## src/rtl/pmat_pkg.sv

```systemverilog
// ----------------------------------------------------------------------------
// pmat_pkg
// Shared constants, codes, types and helper functions for the paged memory
// allocator and translator.
// ----------------------------------------------------------------------------
package pmat_pkg;

   // geometry
   localparam int PAGE_OFFSET_BITS = 12;
   localparam int PHYS_PAGES       = 1024;
   localparam int PROCESSES        = 16;
   localparam int TABLE_DEPTH      = 256;

   localparam int PAGE_BITS = $clog2(PHYS_PAGES);
   localparam int MODE_W    = 2;
   localparam int PID_W     = 4;
   localparam int CNT_W     = 11;
   localparam int VADDR_W   = 32;
   localparam int VPAGE_W   = VADDR_W - PAGE_OFFSET_BITS;
   localparam int STATUS_W  = 3;
   localparam int RADDR_W   = 22;
   localparam int STAT_W    = 32;

   localparam logic [CNT_W-1:0] RESET_TOTAL = 11'd1024;

   // operation codes
   localparam logic [MODE_W-1:0] MODE_ALLOC = 2'd0;
   localparam logic [MODE_W-1:0] MODE_FREE  = 2'd1;
   localparam logic [MODE_W-1:0] MODE_XLATE = 2'd2;

   // status codes
   localparam logic [STATUS_W-1:0] ST_OK      = 3'd0;
   localparam logic [STATUS_W-1:0] ST_FAULT   = 3'd1;
   localparam logic [STATUS_W-1:0] ST_ZERO    = 3'd2;
   localparam logic [STATUS_W-1:0] ST_NOSPACE = 3'd3;
   localparam logic [STATUS_W-1:0] ST_FULL    = 3'd4;
   localparam logic [STATUS_W-1:0] ST_NOTABLE = 3'd5;

   // access to the used-page bitmap
   typedef struct packed {
      logic                 rd_en;
      logic [PAGE_BITS-1:0] rd_addr;
      logic                 wr_en;
      logic [PAGE_BITS-1:0] wr_addr;
      logic                 wr_bit;
   } bmp_req_type;

   // clamp the page total to the bitmap depth
   function automatic logic [CNT_W-1:0] eff_total(input logic [CNT_W-1:0] t);
      logic [CNT_W-1:0] lim;
      lim = CNT_W'(PHYS_PAGES);
      return (t > lim) ? lim : t;
   endfunction

   function automatic logic [STAT_W-1:0] sat_inc(input logic [STAT_W-1:0] v);
      return (v == {STAT_W{1'b1}}) ? v : v + STAT_W'(1);
   endfunction

   function automatic logic [RADDR_W-1:0] page_addr(
      input logic [PAGE_BITS-1:0]        pg,
      input logic [PAGE_OFFSET_BITS-1:0] off
   );
      logic [PAGE_BITS+PAGE_OFFSET_BITS-1:0] full;
      full = {pg, off};
      return RADDR_W'(full);
   endfunction

endpackage

```

## src/rtl/pmat_bitmap.sv

```systemverilog
// ----------------------------------------------------------------------------
// pmat_bitmap
// Used-page bitmap: one bit per physical page in a synchronous memory with a
// registered read, plus a sweep that clears every page after reset or on
// request.
// ----------------------------------------------------------------------------
module pmat_bitmap (
   input  logic                   clock,
   input  logic                   reset,
   input  logic                   clear,
   input  pmat_pkg::bmp_req_type  req,
   output logic                   rd_bit,
   output logic                   clearing
);

   logic                           mem [pmat_pkg::PHYS_PAGES];
   logic                           rd_bit_ff;
   logic                           clr_busy_ff;
   logic                           clr_busy_in;
   logic [pmat_pkg::PAGE_BITS-1:0] clr_addr_ff;
   logic [pmat_pkg::PAGE_BITS-1:0] clr_addr_in;

   // advance the clearing sweep
   always_comb begin
      clr_busy_in = clr_busy_ff;
      clr_addr_in = clr_addr_ff;
      if (clear) begin
         clr_busy_in = 1'b1;
         clr_addr_in = '0;
      end else if (clr_busy_ff) begin
         if (clr_addr_ff == pmat_pkg::PAGE_BITS'(pmat_pkg::PHYS_PAGES - 1)) begin
            clr_busy_in = 1'b0;
         end else begin
            clr_addr_in = clr_addr_ff + pmat_pkg::PAGE_BITS'(1);
         end
      end
   end

   always_ff @(posedge clock) begin
      if (reset) begin
         clr_busy_ff <= 1'b1;
         clr_addr_ff <= '0;
      end else begin
         clr_busy_ff <= clr_busy_in;
         clr_addr_ff <= clr_addr_in;
      end
   end

   // bitmap memory: the sweep owns the write port while it runs
   always_ff @(posedge clock) begin
      if (clr_busy_ff) begin
         mem[clr_addr_ff] <= 1'b0;
      end else if (req.wr_en) begin
         mem[req.wr_addr] <= req.wr_bit;
      end
      if (req.rd_en) begin
         rd_bit_ff <= mem[req.rd_addr];
      end
   end

   assign rd_bit   = rd_bit_ff;
   assign clearing = clr_busy_ff;

endmodule

```

## config.mk

```make
export PLATFORM = sky130hd
export DESIGN_NAME = pmat_bitmap
export DESIGN_NICKNAME = d
export VERILOG_FILES = /design/src/rtl/pmat_pkg.sv /design/src/rtl/pmat_bitmap.sv
export SDC_FILE = /design/constraint.sdc
export NUM_CORES = 1
export LEC_CHECK = 0
export BUFFER_PORTS_ARGS = -buffer_cell sky130_fd_sc_hd__buf_2
export CORE_MARGIN = 10
export CORE_UTILIZATION = 40
export DETAILED_ROUTE_END_ITERATION = 8
export REMOVE_ABC_BUFFERS = 1
export SKIP_CTS_REPAIR_TIMING = 1
export SLEW_MARGIN = 20
export SYNTH_ARGS = -nofsm -noshare
export SYNTH_HDL_FRONTEND = slang
export SYNTH_SLANG_ARGS = --single-unit
```

## constraint.sdc

```tcl
create_clock -name clock -period 18.8 [get_ports clock]
set_input_delay 0.94 -clock clock [delete_from_list [all_inputs] [get_ports clock]]
set_output_delay 0.94 -clock clock [all_outputs]
set_load 0.01 [all_outputs]
```

==> impl_metrics.env <==
export IMPL_fill_cells=10100
export IMPL_synthCells=3185
export IMPL_finalCritPeriodShare_pct=28.2
export IMPL_core_rowCount=122
export IMPL_crit_slowest_cell="nor4_2"
export IMPL_syn_avg_cell_area_um2=14.1
export IMPL_reg2reg_from="clearing$_SDFF_PP1_"
export IMPL_endpoint="rd_bit$_DFFE_PP_"
export IMPL_syn_to_final_growth_pct=10.6
export IMPL_path_max_fanout=93
export IMPL_firstDrtPassIters=7
export IMPL_r2r_slack_ns=14.74
export IMPL_max_freq_mhz=188
export IMPL_setup_tns_ns=0
export IMPL_dieHeight_um=355
export IMPL_holdCritStartpoint="req[22]"
export IMPL_synth_top_area_cell="edfxtp_1"
export IMPL_io_pins=28
export IMPL_worst_path_buf_inv=4
export IMPL_cap_violations=0
export IMPL_finalHoldViolCount=0
export IMPL_dp_hpwl_um=63800
export IMPL_cts_root_buf="clkbuf_16"
export IMPL_rsz0062_at_grt="false"
export IMPL_gp_congestion=0.785
export IMPL_drt_iter0_drc=3502
export IMPL_synth_compound_area_share_pct=2.91
export IMPL_syn_area_um2=45000
export IMPL_clock_sinks=1036
export IMPL_ys_seq_area_share_pct=69.0
export IMPL_final_common_cell="nor2_1"
export IMPL_wl_per_cell_um=26.8
export IMPL_yosys_area_share_simple_pct=11.7
export IMPL_arrival_ns=5.89
export IMPL_cts_tree="yes"
export IMPL_fin_util_pct=44.7
export IMPL_worstPathCellList="buf_8, buf_12, buf_4, nand2_2, buf_4, o221ai_1, a21oi_1, nor3_1, nor2_1, nor4_2, o31a_1, or4_1"
export IMPL_ys_warn_count=0
export IMPL_clk_pin_slew_ns=0.06
export IMPL_start_util_pct=40.5
export IMPL_die_area_um2=126000
export IMPL_cts_buffers=105
export IMPL_drive_gt1_share_pct=16.4
export IMPL_crit_top_cell="buf_4"
export IMPL_synthMuxAreaShare_pct=13.5
export IMPL_layout_common_cells="nor2_1 (1076), edfxtp_1 (1025), mux4_2 (227)"
export IMPL_tightest_slew_ns=1.17
export IMPL_drv_slew=0
export IMPL_synthXorXnorAreaFrac_pct=0.175
export IMPL_skew_ns=0.0316
export IMPL_min_path_type="in2reg"
export IMPL_critPathRequiredTime_ns=19.38
export IMPL_p_per_area_nw_per_um2=93.5
export IMPL_nNetsFinal=3113
export IMPL_grt_max_degree=264
export IMPL_synth_top_family_by_area="multiplexers"
export IMPL_crit_start="req[13]"
export IMPL_antenna_found_initial=1
export IMPL_viasPerCell=5.85
export IMPL_synthArstFlopShare_pct=0
export IMPL_die_w_um=355
export IMPL_status="finished clean"
export IMPL_via_count=27300
export IMPL_ant_nets=0
export IMPL_grt_pass1_vias=26700
export IMPL_cts_htree_levels=3
export IMPL_synth_edff_count=1025
export IMPL_routed_wl_um=125000
export IMPL_critPathKind="in2reg"
export IMPL_remaining_drc_errors=0
export IMPL_regArea_um2=31000
export IMPL_ys_flop_type="edfxtp_1"
export IMPL_synth_top_area_share_pct=68.5
export IMPL_clk_latency_ns=0.70
export IMPL_worstSetupStartpointType="input pin"
export IMPL_ys_ff_latch=1036
export IMPL_final_min_clock_period_ns=5.31
export IMPL_antenna_cells=0
export IMPL_grt_pass1_wl_um=183000
export IMPL_p_leak_nw=13.9
export IMPL_reg2reg_to="mem[398]$_DFFE_PP_"
export IMPL_r2r_cells=5
export IMPL_setup_violations=0
export IMPL_end_kind="flop"
export IMPL_grtUsageTotal_pct=19.5
export IMPL_max_stage_delay_ns=0.76
export IMPL_max_vdd_ir_drop_mv=0.0656
export IMPL_synth_cell_types=58
export IMPL_netlist_top_cells_area="edfxtp_1 (68%), mux4_2 (11%), nor2_1 (9.0%)"
export IMPL_clk_path_buf_depth=3
export IMPL_portBuffers=27
export IMPL_cp_depth=12
export IMPL_core_area_um2=111000
export IMPL_critPathTopFamily="buffers and inverters"
export IMPL_synthAdderAreaFrac_pct=0.0278
export IMPL_overflow=0
export IMPL_multi_input_area_um2=12900
export IMPL_slew_headroom_pct=21.6
-- logic make-up after synthesis --
kind of cell,count (synthesis)
compound gates,183
buf+inv,305
flops,1036
xor+xnor,9
mux,322
simple gates,1329
fa+ha+maj,1
-- Yosys cell counts, types with 11 or more instances --
library cell,n
a22oi_1,31
o21ai_0,14
nand4_1,26
buf_4,16
o221ai_1,35
nand3_1,36
mux2i_1,95
nand2_1,130
nor3_1,14
a21oi_1,29
mux4_2,227
dfxtp_1,11
edfxtp_1,1025
buf_1,81
buf_2,22
clkbuf_1,173
nor2_1,1077
o22ai_1,18
-- layout make-up --
| class | instances | share of cell area [%] |
|---|---|---|
| clock inverters | 68 | 0.901 |
| multi-input cells | 1844 | 26.0 |
| clock buffers | 123 | 5.51 |
| repair buffers | 88 | 1.38 |
| flip-flops and latches | 1036 | 62.4 |
| inverters | 11 | 0.0831 |
| well taps | 1488 | 3.75 |
-- per-layer routing --
| metal | global-route usage [%] | wire (um) | share of wire [%] |
|---|---|---|---|
| met1 | 28.1 | 52900 | 42 |
| met2 | 30.5 | 57500 | 46 |
| met3 | 3.23 | 11200 | 9.0 |
| met4 | 5.20 | 3250 | 2.6 |
| met5 | 0 | 0 | 0 |
-- flip-flops by register name, indices dropped and copies added (netlist names) --
register	flops
rd_bit	1
clearing	1
clr_addr_ff	10
mem	1024
-- how the worst min path moves through the flow --
stage	endpoint	depth (start not counted)
after CTS	rd_bit$_DFFE_PP_	1
after global routing	rd_bit$_DFFE_PP_	1
after detailed placement	clr_addr_ff[8]$_SDFFE_PP0P_	2
after floorplan	clr_addr_ff[7]$_SDFFE_PP0P_	2
final	rd_bit$_DFFE_PP_	1
after global placement	clr_addr_ff[8]$_SDFFE_PP0P_	2
-- power by group --
| part | internal (mW) | switching, mW | total [mW] |
|---|---|---|---|
| logic | 0.0676 | 0.107 | 0.175 |
| clock network | 1.08 | 0.891 | 1.97 |
| registers | 2.50 | 0.00117 | 2.50 |
| total | 3.65 | 1.00 | 4.65 |
-- per-stage QoR --
stage          hold slack [ns]  worst slack [ns]  cell area (um^2)  std cells  total power [mW]
3_3_place_gp             0.568             12.46             46400       4466              2.72
2_1_floorplan            0.521              1.53             43700       2891              2.63
4_1_cts                  0.534             13.50             49600       4657              4.67
5_1_grt                  0.540             13.41             49700       4658              4.77
3_5_place_dp             0.570             12.78             46400       4466              2.72
6_report                 0.574             13.49             49700       4658              4.65
(Power assumes the default switching activity.)
